$ cat src/rtl/lcd4_pkg.sv
// Shared types, action codes and command tables for the 4-bit character-LCD sequencer.
// Depends on nothing; imported by every module of the block.
package lcd4_pkg;

   // Request action codes
   localparam logic [3:0] ACT_INIT    = 4'd0;
   localparam logic [3:0] ACT_RAW     = 4'd1;
   localparam logic [3:0] ACT_DATA    = 4'd2;
   localparam logic [3:0] ACT_CLEAR   = 4'd3;
   localparam logic [3:0] ACT_HOME    = 4'd4;
   localparam logic [3:0] ACT_CURSOR  = 4'd5;
   localparam logic [3:0] ACT_DISP_EN = 4'd6;
   localparam logic [3:0] ACT_CURS_EN = 4'd7;
   localparam logic [3:0] ACT_BLINK   = 4'd8;

   // Result kinds
   localparam logic KIND_WRITE = 1'b0;
   localparam logic KIND_POLL  = 1'b1;

   // Command bytes
   localparam logic [7:0] CMD_CLEAR    = 8'h01;
   localparam logic [7:0] CMD_HOME     = 8'h02;
   localparam logic [7:0] CMD_ENTRY    = 8'h06;
   localparam logic [7:0] CMD_DISP_CTL = 8'h08;
   localparam logic [7:0] CMD_SET_ADDR = 8'h80;

   // Flag bit positions
   localparam int FLAG_DISPLAY = 2;
   localparam int FLAG_CURSOR  = 1;
   localparam int FLAG_BLINK   = 0;

   // Sequencer step indexes
   localparam logic [4:0] STEP_PLAIN_LAST = 5'd2;
   localparam logic [4:0] STEP_INIT_LAST  = 5'd17;

   typedef struct packed {
      logic [3:0] action;
      logic [7:0] byte_value;
      logic [1:0] row;
      logic [5:0] col;
      logic       turn_on;
   } req_type;

   typedef struct packed {
      logic        kind;
      logic        reg_select;
      logic        read_write;
      logic [3:0]  nibble;
      logic [12:0] wait_after_us;
      logic        last;
   } rsp_type;

   // One classified request waiting for the bus sequencer
   typedef struct packed {
      logic       init;
      logic       reg_select;
      logic [7:0] byte_value;
   } cmd_type;

   function automatic logic [6:0] row_base(input logic [1:0] row);
      logic [6:0] base;
      unique case (row)
         2'd0:    base = 7'h00;
         2'd1:    base = 7'h40;
         2'd2:    base = 7'h14;
         default: base = 7'h54;
      endcase
      return base;
   endfunction

   // Byte write as hi nibble, lo nibble, then busy poll
   function automatic rsp_type byte_item(input logic [1:0] phase, input logic rs,
                                         input logic [7:0] value, input logic final_byte);
      rsp_type r;
      r.kind          = KIND_WRITE;
      r.reg_select    = rs;
      r.read_write    = 1'b0;
      r.nibble        = value[7:4];
      r.wait_after_us = 13'd0;
      r.last          = 1'b0;
      unique case (phase)
         2'd0: r.nibble = value[7:4];
         2'd1: r.nibble = value[3:0];
         default: begin
            r.kind       = KIND_POLL;
            r.reg_select = 1'b0;
            r.read_write = 1'b1;
            r.nibble     = 4'd0;
            r.last       = final_byte;
         end
      endcase
      return r;
   endfunction

   // Init sequence: six timed nibbles, then four command bytes
   function automatic rsp_type init_item(input logic [4:0] step, input logic [7:0] final_cmd);
      rsp_type    r;
      logic [7:0] value;
      logic [1:0] phase;
      r.kind          = KIND_WRITE;
      r.reg_select    = 1'b0;
      r.read_write    = 1'b0;
      r.nibble        = 4'd0;
      r.wait_after_us = 13'd0;
      r.last          = 1'b0;
      if (step < 5'd9)       value = CMD_DISP_CTL;
      else if (step < 5'd12) value = CMD_CLEAR;
      else if (step < 5'd15) value = CMD_ENTRY;
      else                   value = final_cmd;
      unique case (step)
         5'd6, 5'd9, 5'd12, 5'd15:  phase = 2'd0;
         5'd7, 5'd10, 5'd13, 5'd16: phase = 2'd1;
         default:                   phase = 2'd2;
      endcase
      unique case (step)
         5'd0: begin r.nibble = 4'h3; r.wait_after_us = 13'd4500; end
         5'd1: begin r.nibble = 4'h3; r.wait_after_us = 13'd500;  end
         5'd2: begin r.nibble = 4'h3; r.wait_after_us = 13'd250;  end
         5'd3: begin r.nibble = 4'h2; r.wait_after_us = 13'd2000; end
         5'd4: begin r.nibble = 4'h2; r.wait_after_us = 13'd150;  end
         5'd5: begin r.nibble = 4'h8; r.wait_after_us = 13'd150;  end
         default: r = byte_item(phase, 1'b0, value, step == STEP_INIT_LAST);
      endcase
      return r;
   endfunction

endpackage

$ cat src/rtl/lcd4_front.sv
// Request front end: decodes actions, keeps the display-control flags, builds commands.
// Depends on lcd4_pkg.
module lcd4_front import lcd4_pkg::*; (
   input  logic    clock,
   input  logic    reset,
   input  logic    req_valid,
   input  req_type req,
   input  logic    queue_full,
   output logic    req_stall,
   output logic    push,
   output cmd_type push_cmd
);

   logic [2:0] flags_ff, flags_in;
   logic       accept;
   logic [6:0] addr;
   logic [2:0] flag_bit;

   assign req_stall = queue_full;
   assign accept    = req_valid & ~queue_full;
   assign addr      = 7'({1'b0, req.col} + row_base(req.row));

   always_comb begin
      flags_in  = flags_ff;
      push      = 1'b0;
      push_cmd  = '0;
      flag_bit  = 3'b000;
      unique case (req.action)
         ACT_DISP_EN: flag_bit[FLAG_DISPLAY] = 1'b1;
         ACT_CURS_EN: flag_bit[FLAG_CURSOR]  = 1'b1;
         ACT_BLINK:   flag_bit[FLAG_BLINK]   = 1'b1;
         default:     flag_bit = 3'b000;
      endcase
      if (accept) begin
         unique case (req.action)
            ACT_INIT: begin
               flags_in = flags_ff | 3'b100;
               push     = 1'b1;
               push_cmd = '{init: 1'b1, reg_select: 1'b0,
                            byte_value: CMD_DISP_CTL | {5'd0, flags_in}};
            end
            ACT_RAW: begin
               push     = 1'b1;
               push_cmd = '{init: 1'b0, reg_select: 1'b0, byte_value: req.byte_value};
            end
            ACT_DATA: begin
               push     = 1'b1;
               push_cmd = '{init: 1'b0, reg_select: 1'b1, byte_value: req.byte_value};
            end
            ACT_CLEAR: begin
               push     = 1'b1;
               push_cmd = '{init: 1'b0, reg_select: 1'b0, byte_value: CMD_CLEAR};
            end
            ACT_HOME: begin
               push     = 1'b1;
               push_cmd = '{init: 1'b0, reg_select: 1'b0, byte_value: CMD_HOME};
            end
            ACT_CURSOR: begin
               push     = 1'b1;
               push_cmd = '{init: 1'b0, reg_select: 1'b0,
                            byte_value: CMD_SET_ADDR | {1'b0, addr}};
            end
            ACT_DISP_EN, ACT_CURS_EN, ACT_BLINK: begin
               flags_in = req.turn_on ? (flags_ff | flag_bit) : (flags_ff & ~flag_bit);
               push     = 1'b1;
               push_cmd = '{init: 1'b0, reg_select: 1'b0,
                            byte_value: CMD_DISP_CTL | {5'd0, flags_in}};
            end
            default: push = 1'b0;  // drop unknown actions
         endcase
      end
   end

   always_ff @(posedge clock) begin
      if (reset) flags_ff <= 3'b000;
      else       flags_ff <= flags_in;
   end

endmodule

$ cat src/rtl/lcd4_queue.sv
// Two-entry command queue between the front end and the bus sequencer.
// Depends on lcd4_pkg.
module lcd4_queue import lcd4_pkg::*; (
   input  logic    clock,
   input  logic    reset,
   input  logic    push,
   input  cmd_type push_cmd,
   input  logic    pop,
   output cmd_type head,
   output logic    full,
   output logic    empty
);

   cmd_type    slot_ff [2];
   logic       wr_ptr_ff, wr_ptr_in;
   logic       rd_ptr_ff, rd_ptr_in;
   logic [1:0] count_ff, count_in;

   assign head  = slot_ff[rd_ptr_ff];
   assign full  = count_ff == 2'd2;
   assign empty = count_ff == 2'd0;

   always_comb begin
      wr_ptr_in = push ? ~wr_ptr_ff : wr_ptr_ff;
      rd_ptr_in = pop  ? ~rd_ptr_ff : rd_ptr_ff;
      count_in  = 2'(count_ff + {1'b0, push} - {1'b0, pop});
   end

   always_ff @(posedge clock) begin
      if (push) slot_ff[wr_ptr_ff] <= push_cmd;
   end

   always_ff @(posedge clock) begin
      if (reset) begin
         wr_ptr_ff <= 1'b0;
         rd_ptr_ff <= 1'b0;
         count_ff  <= 2'd0;
      end else begin
         wr_ptr_ff <= wr_ptr_in;
         rd_ptr_ff <= rd_ptr_in;
         count_ff  <= count_in;
      end
   end

endmodule

$ cat src/rtl/lcd4_back.sv
// Bus sequencer: expands one queued command into nibble writes and busy polls.
// Depends on lcd4_pkg.
module lcd4_back import lcd4_pkg::*; (
   input  logic    clock,
   input  logic    reset,
   input  cmd_type head,
   input  logic    empty,
   output logic    pop,
   output logic    rsp_valid,
   output rsp_type rsp,
   input  logic    rsp_stall
);

   logic       active_ff, active_in;
   logic [4:0] step_ff, step_in;
   cmd_type    cmd_ff, cmd_in;
   logic       rsp_valid_ff, rsp_valid_in;
   rsp_type    rsp_ff, rsp_in;
   rsp_type    item;
   logic       load;

   assign load      = ~rsp_valid_ff | ~rsp_stall;
   assign rsp_valid = rsp_valid_ff;
   assign rsp       = rsp_ff;

   always_comb begin
      if (cmd_ff.init) item = init_item(step_ff, cmd_ff.byte_value);
      else             item = byte_item(step_ff[1:0], cmd_ff.reg_select,
                                        cmd_ff.byte_value, step_ff == STEP_PLAIN_LAST);
   end

   always_comb begin
      active_in    = active_ff;
      step_in      = step_ff;
      cmd_in       = cmd_ff;
      rsp_valid_in = rsp_valid_ff;
      rsp_in       = rsp_ff;
      pop          = 1'b0;
      if (load) begin
         rsp_valid_in = active_ff;
         if (active_ff) begin
            rsp_in = item;
            if (item.last) active_in = 1'b0;
            else           step_in   = 5'(step_ff + 5'd1);
         end
      end
      if (!active_ff && !empty) begin
         pop       = 1'b1;
         cmd_in    = head;
         active_in = 1'b1;
         step_in   = 5'd0;
      end
   end

   always_ff @(posedge clock) begin
      cmd_ff <= cmd_in;
      rsp_ff <= rsp_in;
   end

   always_ff @(posedge clock) begin
      if (reset) begin
         active_ff    <= 1'b0;
         step_ff      <= 5'd0;
         rsp_valid_ff <= 1'b0;
      end else begin
         active_ff    <= active_in;
         step_ff      <= step_in;
         rsp_valid_ff <= rsp_valid_in;
      end
   end

endmodule

$ cat src/rtl/char_lcd_4bit_command_sequencer.sv
// Top level of the 4-bit character-LCD request sequencer.
// A request's first transfer passes through the queue slot, the command load and the output register.
// Throughput: one transfer per cycle from the sequencer step counter while the result side does not
// stall, plus a load step per request in which no transfer is issued.
// Reset: synchronous, active high; clears display flags, queue and sequencer, drops results.
// Depends on lcd4_pkg, lcd4_front, lcd4_queue, lcd4_back.
module char_lcd_4bit_command_sequencer import lcd4_pkg::*; (
   input  logic    clock,
   input  logic    reset,
   input  logic    req_valid,
   input  req_type req,
   output logic    req_stall,
   output logic    rsp_valid,
   output rsp_type rsp,
   input  logic    rsp_stall
);

   // Front end to queue
   logic    push;
   cmd_type push_cmd;
   logic    queue_full;

   // Queue to sequencer
   cmd_type head;
   logic    empty;
   logic    pop;

   // Decode requests and track flags; stall only when the queue is full
   lcd4_front u_front (
      .clock      (clock),
      .reset      (reset),
      .req_valid  (req_valid),
      .req        (req),
      .queue_full (queue_full),
      .req_stall  (req_stall),
      .push       (push),
      .push_cmd   (push_cmd)
   );

   // Hold classified commands so requests keep flowing while the bus is busy
   lcd4_queue u_queue (
      .clock    (clock),
      .reset    (reset),
      .push     (push),
      .push_cmd (push_cmd),
      .pop      (pop),
      .head     (head),
      .full     (queue_full),
      .empty    (empty)
   );

   // Step through nibble writes and polls; advance only when the output register frees up
   lcd4_back u_back (
      .clock     (clock),
      .reset     (reset),
      .head      (head),
      .empty     (empty),
      .pop       (pop),
      .rsp_valid (rsp_valid),
      .rsp       (rsp),
      .rsp_stall (rsp_stall)
   );

endmodule

$ cat config.mk
export PLATFORM = sky130hd
export DESIGN_NAME = char_lcd_4bit_command_sequencer
export DESIGN_NICKNAME = d
export VERILOG_FILES = /design/src/rtl/lcd4_pkg.sv /design/src/rtl/lcd4_front.sv /design/src/rtl/lcd4_queue.sv /design/src/rtl/lcd4_back.sv /design/src/rtl/char_lcd_4bit_command_sequencer.sv
export SDC_FILE = /design/constraint.sdc
export NUM_CORES = 1
export LEC_CHECK = 0
export BUFFER_PORTS_ARGS = -buffer_cell sky130_fd_sc_hd__buf_2
export CAP_MARGIN = 30
export CORE_UTILIZATION = 57
export DETAILED_ROUTE_END_ITERATION = 8
export GPL_TIMING_DRIVEN = 0
export PLACE_DENSITY = 0.81
export SLEW_MARGIN = 5
export SYNTH_ARGS = -nofsm -noshare
export SYNTH_HDL_FRONTEND = slang
export SYNTH_SLANG_ARGS = --single-unit
$ cat constraint.sdc
create_clock -name clock -period 3.3 [get_ports clock]
set_input_delay 0.165 -clock clock [delete_from_list [all_inputs] [get_ports clock]]
set_output_delay 0.165 -clock clock [all_outputs]
set_load 0.02 [all_outputs]
== Word-level counts from Yosys, hierarchy flattened ==
Memories as Yosys holds them, arrays and structs flattened. A register that Yosys moved wholly into a read port is not among the register bits.
Cells that the tools add are included.

* Bits in registers: 35
* Bits in writable memories: 20
* Memory bits (read-only): 64
* Input bits: 25
* Output and inout bits: 23
* Logic and storage cells: 108
* Memories: 2

* Add/subtract/negate cells: 4
* Order comparisons: 3
* Equal/unequal tests: 19
* Multiplexer cells: 33
* Bitwise operators: 12
* Reduce and logical (&&, ||, !) cells: 21

{| class="wikitable"
|+ Memories
! name !! depth !! bits a word !! read ports !! clocked after Yosys merged registers in !! write ports !! line !! source
|-
| (name not given) || 32 || 2 || 1 || 1 || 0 || lcd4_pkg.sv:110 || <nowiki>unique case (step)</nowiki>
|-
| u_queue.slot_ff || 2 || 10 || 1 || 1 || 1 || lcd4_queue.sv:14 || <nowiki>cmd_type slot_ff [2];</nowiki>
|}

{| class="wikitable"
|+ Operators with widths
! operator !! number
|-
| 17-bit case mux with 6 select lines || 1
|-
| 10-bit case mux with 7 select lines || 1
|-
| 8-bit 2-to-1 mux || 3
|-
| 21-bit 2-to-1 mux || 1
|-
| 7-bit case mux with 3 select lines || 1
|-
| 4-bit by 3-bit == test with 1-bit output (second input constant) || 4
|-
| 4-bit case mux with 2 select lines || 2
|-
| 5-bit by 4-bit < comparator with 1-bit output (second input constant) || 3
|-
| 1-bit 2-to-1 mux || 15
|-
| 3-bit 2-to-1 mux || 4
|-
| 5-bit by 2-bit == test with 1-bit output (second input constant) || 2
|-
| 5-bit by 3-bit == test with 1-bit output (second input constant) || 2
|-
| 10-bit 2-to-1 mux || 1
|-
| 5-bit 2-to-1 mux || 2
|-
| 9-bit OR reduction || 1
|-
| 4-bit by 2-bit == test with 1-bit output (second input constant) || 2
|-
| 2-bit zero test || 4
|-
| 6-bit by 7-bit adder with 7-bit output || 1
|-
| 1-bit NOT || 7
|-
| 2-bit by 1-bit == test with 1-bit output (second input constant) || 3
|-
| 3-bit case mux with 2 select lines || 1
|-
| 3-bit AND reduction || 2
|-
| 2-bit OR reduction || 3
|-
| 6-bit OR reduction || 1
|-
| other kinds (21) || 25
|}

== Longest topological paths before layout ==
Gate-level depths: netlist of the first run.

* Word-level depth: 11
* Gate-level depth with buffers: 13
* Depth with buffers taken out: 12

== Modules after synthesis ==
Synthesis of the first run repeated with hierarchy kept, for this count alone.

* Cells, all modules: 323
* Area, all modules: 3519.6 µm²

{| class="wikitable"
|+ Modules (own cells, without submodules)
! module !! instances !! cells each !! area each (µm²) !! seq. area each (µm²)
|-
| lcd4_back || 1 || 182 || 1973.1 || 960.9
|-
| lcd4_queue || 1 || 52 || 937.1 || 700.7
|-
| lcd4_front || 1 || 89 || 609.3 || 60.1
|}

== Worst setup path after synthesis of the first run ==
OpenSTA, ideal clock, no wires.

* Path type: register to register
* Start: register u_back.step_ff[0]
* End: register with a tool-made name
* Library setup time: 124 ps
* Arrival time: 2581 ps
* Data required time: 3176 ps
* Path slack: 595 ps
* Cell stages (with the launch flop): 12
* Path buffers: 1
* Period minus slack after synthesis: 2705 ps
* Path through: dfxtp_1 -> inv_1 -> ha_1 -> clkbuf_1 -> or3_1 -> o221ai_2 -> mux2i_1 -> nor2_1 -> ha_1 -> a311o_1 -> nand4_1 -> a31oi_1

{| class="wikitable"
|+ RTL lines
! item !! line !! source
|-
| from (decl) || lcd4_back.sv:15 || <nowiki>logic [4:0] step_ff, step_in;</nowiki>
|-
| from (signal assigned) || lcd4_back.sv:67 || <nowiki>step_ff <= step_in;</nowiki>
|}

==> impl_metrics.yaml, run 1 <==
drt:
  dr.pass1.iters: 4
  route.detailed.drc: 0
  drt_iter0_markers: 204
  wl_per_cell_um: 14.2
  ant_nets: 0
  vias_per_cell: 5.89
  routed-via-count: 2640
  routed_wl_mm: 6.36
min_path:
  hold_path_depth: 3
  min_to: "u_back.rsp_valid"
  hp-start: "rsp_stall"
  holdCritPathClass: "in -> reg"
clock_tree:
  clockRootBuffer: "clkbuf_8"
  postCtsHoldBufs: 0
  clock_latency_ns: 0.33
  cts.sinks: 62
  clk_pin_slew_ns: 0.07
  cts_tree: "built"
  htree_levels: 3
  ctsLongestPathBuffers: 2
  post_cts.resized_instances: 0
  cts_inserted_buffers: 9
  cts_setup_buffers: 0
place:
  portBuffers: 43
  dpl-instance-area_um2: 3650
  post-dp-hpwl_mm: 4.60
  dp_slack_ns: 0.213
  dp_cells: 432
  gp_congestion: 0.845
synthesis:
  yosysTopAreaCell: "edfxtp_1"
  ys_types: 57
  ys.flop_type: "edfxtp_1"
  synth-edff-count: 46
  synth_common_cells: "46 x edfxtp_1, 37 x nor2_1, 17 x a21oi_1"
  synth_area_per_cell_um2: 10.6
  yosysMostFrequentCell: "edfxtp_1"
  synth_top_area_share_pct: 41.5
  syn_inst: 315
  netlist_area_um2: 3330
  async_flop_share_pct: 0
  yosys_warnings: 0
  ys_seq_area_share_pct: 51.1
  yosys-top-cells-area: "edfxtp_1 41%, dfxtp_1 9.6%, ha_1 4.9%"
  synth-seq-cells: 62
grt:
  antenna_found_initial: 0
  grt_use_total_pct: 22.9
  grt_pass1_vias: 2473
  overflow: 0
  grt_max_degree: 24
  grt_pass1_wl_mm: 10.9
timing:
  fin_ws_ns: 0.190
  finalCritPeriodShare_pct: 94.2
  slew_headroom_pct: 44.6
  setup_violations: 0
  worst_slew_pin_slew_ns: 0.827
  finalHoldViolCount: 0
  maxSlewViolCount: 0
  post-route-min-period_ns: 3.11
  finClkSkew_ns: 0.00977
  max_freq_mhz: 322
  finalSetupTns_ns: 0
  rsz0062_at_grt: "false"
worst_setup_path:
  ff2ff_setup_slack_ns: 0.19
  cp.arrival_ns: 3.32
  crit_path_frequent_cell: "ha_1"
  cp_cell_sequence: "inv_1, ha_1, clkbuf_1, or3_1, o221ai_2, mux2i_2, nor2_1, ha_1, a311o_1, nand4_1, a31oi_1"
  crit_buf_inv: 2
  crit_family: "compound AO/OA/AOI/OAI gates"
  rr_worst_depth: 11
  worstSetupPathType: "reg -> reg"
  cpPeakStageDelay_ns: 0.48
  worst_path_max_delay_cell: "or3_1"
  crit_path_start_kind: "flop"
  end_kind: "flop"
  cp.required_ns: 3.51
  reg2reg_from: "u_back.step_ff[0]"
  crit_fanout: 9
layout:
  fin_nets: 409
  fillers: 421
  diodes: 0
  area_delta_synth_final_pct: 15.1
  final_area_um2: 3830
  drive_gt1_share_pct: 23.7
  layoutNonFillerInstCount: 448
die:
  die-area_um2: 6150
  initial_core_util_pct: 59.8
  row_count: 27
  core_area_um2: 5570
  dieWidth_um: 78.4
  die_h_um: 78.4
  io_pins: 48
job:
  maxCapViolCount: 0
run_status:
  status: "finished, final reports clean"
power_and_ir_drop:
  p_leak_nw: 1.46
  ir_worst_vdd_uv: 381
  powerDensity_nw_per_um2: 661
final cells by class:
class	count	area [um^2]	share of cell area [%]
clock inverters	4	47.5	1.24
well taps	72	90.1	2.35
clock buffers	12	135	3.52
inverters	16	60.1	1.57
flip-flops and latches	62	1700	44.4
repair buffers	44	223	5.81
plain buffers	22	110	2.87
multi-input cells	216	1470	38.3
worst max-delay path by stage:
stage | start | end | cells past startpoint
detailed placement | u_back.step_ff[0] | flop | 11
global route | u_back.step_ff[0] | flop | 13
floorplan | u_back.step_ff[0] | flop | 11
global placement | u_back.step_ff[0] | flop | 11
CTS | u_back.step_ff[0] | flop | 11
finish | u_back.step_ff[0] | flop | 11
worst register-to-register path: stages, from the launching register on:
cell,delay [ns]
dfxtp_1,0.42
inv_1,0.12
ha_1,0.21
clkbuf_1,0.21
or3_1,0.48
o221ai_2,0.30
mux2i_2,0.35
nor2_1,0.12
ha_1,0.25
a311o_1,0.33
nand4_1,0.09
a31oi_1,0.10
sequential cells by signal (all words and copies together) (netlist names), named ones only:
name               flops
u_back.rsp_valid       1
u_queue.count_ff       2
u_back.step_ff         5
u_queue.rd_ptr_ff      1
u_back.cmd_ff         10
u_back.active_ff       1
u_queue.wr_ptr_ff      1
u_front.flags_ff       3
u_queue.slot_ff       20
u_back.rsp            16
layer usage:
layer	up-vias	track usage [%]	share of wire [%]
li1	1261	-	-
met1	1244	26.9	40
met2	119	38.9	52
met3	16	5.35	5.6
met4	0	11.7	2.3
met5	-	0	0
cells by family after synthesis:
| family | Yosys count | share of synthesized area (%) |
|---|---|---|
| other | 1 | 0.113 |
| multiplexers | 13 | 4.32 |
| XOR/XNOR | 10 | 2.63 |
| buffers and inverters | 38 | 5.11 |
| flip-flops | 62 | 51.1 |
| AND/OR/NAND/NOR | 106 | 16.2 |
| adder cells (fa/ha/maj) | 13 | 4.88 |
| AO/OA/AOI/OAI | 72 | 15.6 |
metrics by stage:
| step | hold slack (ns) | util, % | total power [mW] |
|---|---|---|---|
| after floorplan | 0.310 | - | 1.70 |
| after global placement | 0.420 | 65.3 | 1.88 |
| after detailed placement | 0.423 | 65.4 | 1.92 |
| after CTS | 0.0784 | 68.7 | 2.54 |
| after global routing | 0.0964 | 68.8 | 2.67 |
| final | 0.0858 | 68.8 | 2.53 |
cell usage in the layout, fill, tap and decap left out, types with 3 or more instances in the layout:
master    count
a211oi_1      3
a21o_1        4
a21oi_1      17
a221oi_1      3
a22oi_1       7
a31oi_1       6
and2_1        5
and3_1        4
buf_2        44
buf_4         6
clkbuf_1     18
clkbuf_8      9
dfxtp_1      16
edfxtp_1     46
ha_1         13
inv_1        12
inv_2         4
mux2_2       11
nand2_1      16
nand2b_1      5
nand3_1       4
nand4_1       4
nor2_1       37
nor2b_1       3
nor3_1        6
nor4_1        3
o21ai_0      12
o22ai_1       3
or2_2         3
or3_1         7
xnor2_1       8
where the power goes:
group,internal [mW],total [mW],switching (mW)
Sequential,1.05,1.12,0.0687
Clock,0.347,0.625,0.278
Combinational,0.300,0.784,0.484
Total,1.70,2.53,0.831
(Power assumes the default switching activity.)
==> run 2, diff against run 1 <==
--- a/config.mk
+++ b/config.mk
@@ -7,7 +7,10 @@
 export LEC_CHECK = 0
 export BUFFER_PORTS_ARGS = -buffer_cell sky130_fd_sc_hd__buf_2
 export CAP_MARGIN = 30
-export CORE_UTILIZATION = 57
+export CELL_PAD_IN_SITES_DETAIL_PLACEMENT = 1
+export CELL_PAD_IN_SITES_GLOBAL_PLACEMENT = 1
+export CORE_MARGIN = 4
+export CORE_UTILIZATION = 45
 export DETAILED_ROUTE_END_ITERATION = 8
 export GPL_TIMING_DRIVEN = 0
 export PLACE_DENSITY = 0.81
==> run 2 against run 1 <==
Final area grew 1.7%. Clock-buffer cell count shrank 2. Wire length grew 28%. Utilization decreased by 15 points. Fmax decreased by 1.0%. Clock power up 12%. Via count fell by 0.42%. Combinational power up 5.4%. Critical path depth is the same. Global-route usage is 3.0 points lower. Sequential power about the same. Critical path type unchanged. Largest power group unchanged.
==> impl_metrics.yaml, run 2 (same netlist as run 1, synthesis figures left out) <==
run_status:
  status: "finished, final reports clean"
layout:
  utilization_pct: 54.0
  mostFrequentLayoutCell: "edfxtp_1"
  top_register: "u_queue.slot_ff"
  largest_register_ffs: 20
  fin_nets: 410
  multiInputGateArea_um2: 1470
  fillers: 833
  diodes: 0
  final_area_um2: 3900
  layoutNonFillerInstCount: 476
  final_cell_mix: "46 x edfxtp_1, 44 x buf_2, 37 x nor2_1, 17 x a21oi_1"
  regArea_um2: 1700
  drive_gt1_share_pct: 23.9
  area_delta_synth_final_pct: 17.0
drt:
  routed_wl_mm: 8.15
  drt-met1-wl_mm: 3.30
  top_layer_used: "met4"
  wl_met2_mm: 4.37
  route.detailed.drc: 0
  dr_wl_met3_um: 298
  ant_nets: 0
  dr.pass1.iters: 4
  wl_per_cell_um: 17.1
  vias_per_cell: 5.52
  drt_iter0_markers: 76
  routed-via-count: 2629
worst_setup_path:
  end_kind: "flop"
  worst_path_max_delay_cell: "or3_1"
  cp.required_ns: 3.53
  ff2ff_setup_slack_ns: 0.16
  cp.arrival_ns: 3.37
  crit_path_frequent_cell: "ha_1"
  crit_fanout: 9
  cp_cell_sequence: "inv_1, ha_1, clkbuf_1, or3_1, o221ai_2, mux2i_2, nor2_1, ha_1, a311o_1, nand4_1, a31oi_1"
  crit_path_start_kind: "flop"
  crit_buf_inv: 2
  cpPeakStageDelay_ns: 0.50
  crit_family: "compound AO/OA/AOI/OAI gates"
  worstSetupPathType: "reg -> reg"
power_and_ir_drop:
  switchingPower_mw: 0.888
  sequentialPowerShare_pct: 42.7
  p_leak_nw: 1.48
  powerDensity_nw_per_um2: 684
  internal_power_mw: 1.78
  power_frac_comb_pct: 31.0
  ir_worst_vdd_uv: 268
  clkPwrFrac_pct: 26.4
  switching_share_pct: 33.3
timing:
  fin_ws_ns: 0.158
  finalSetupTns_ns: 0
  slew_headroom_pct: 41.9
  max_freq_mhz: 318
  finalCritPeriodShare_pct: 95.2
  maxSlewViolCount: 0
  finalHoldViolCount: 0
  rsz0062_at_grt: "false"
  post-route-min-period_ns: 3.14
  worst_slew_pin_slew_ns: 0.869
  finClkSkew_ns: 0.00915
  setup_violations: 0
place:
  dpl-instance-area_um2: 3680
  post-dp-hpwl_mm: 6.03
  gp_congestion: 0.899
  dp_slack_ns: 0.0807
  dp_cells: 459
  portBuffers: 43
clock_tree:
  cts.sinks: 62
  cts_inserted_buffers: 9
  clock_latency_ns: 0.35
  htree_levels: 3
  ctsLongestPathBuffers: 2
  clockRootBuffer: "clkbuf_8"
  clk_pin_slew_ns: 0.07
  postCtsHoldBufs: 0
  cts_tree: "built"
grt:
  grt_pass1_wl_mm: 13.5
  antenna_found_initial: 0
  overflow: 0
  grt_max_degree: 24
  grt_pass1_vias: 2857
  grt_use_total_pct: 19.8
die:
  die-area_um2: 8840
  row_count: 31
  die_h_um: 94.0
  io_pins: 48
  initial_core_util_pct: 46.2
  core_area_um2: 7210
  dieWidth_um: 94.0
job:
  maxCapViolCount: 0
min_path:
  holdCritPathClass: "in -> reg"
-- run 2: tightest hold or removal path, cell delays in order --
cell and delay, ns:
buf_2 0.09, a21oi_1 0.06, nor2_1 0.07
-- run 2: routing by layer --
| metal | global-route usage (%) | vias to the layer above |
|---|---|---|
| li1 | - | 1265 |
| met1 | 21.8 | 1282 |
| met3 | 3.85 | 16 |
| met4 | 8.78 | 0 |
| met5 | 0 | - |
| met2 | 36.5 | 66 |
-- run 2: layout make-up --
| cell class | instances | area share, % |
|---|---|---|
| Buffer | 22 | 2.83 |
| Clock buffer | 10 | 3.27 |
| Timing Repair Buffer | 45 | 5.91 |
| Multi-Input combinational cell | 216 | 37.6 |
| Sequential cell | 62 | 43.7 |
| Tap cell | 99 | 3.18 |
| Inverter | 16 | 1.54 |
| Clock inverter | 6 | 1.96 |
-- run 2: power groups by stage --
stage	Combinational (mW)	Clock [mW]	Sequential [mW]
3_5_place_dp	0.811	0	1.15
2_1_floorplan	0.499	0	1.20
3_3_place_gp	0.760	0	1.14
6_report	0.826	0.703	1.14
4_1_cts	0.823	0.710	1.14
5_1_grt	0.918	0.754	1.15
-- run 2: repair_timing --
| action | CTS | global route |
|---|---|---|
| resized for setup | 0 | 2 |
| endpoints found under the setup margin | 0 | 2 |
| endpoints found under the hold margin | 0 | 0 |
| buffers inserted | 0 | 1 |
-- run 2: final timing paths --
kind                    endpoint                 from  cells past startpoint
max                         flop    u_back.step_ff[1]                     11
min             u_back.rsp_valid            rsp_stall                      3
max reg2reg                 flop    u_back.step_ff[1]                     11
min reg2reg  u_front.flags_ff[0]  u_front.flags_ff[0]                      2
-- run 2: stage by stage --
| stage | hold WS [ns] | power, mW |
|---|---|---|
| floorplan | 0.310 | 1.70 |
| global placement | 0.418 | 1.90 |
| detailed placement | 0.430 | 1.96 |
| CTS | 0.0744 | 2.67 |
| global route | 0.100 | 2.83 |
| finish | 0.0788 | 2.67 |
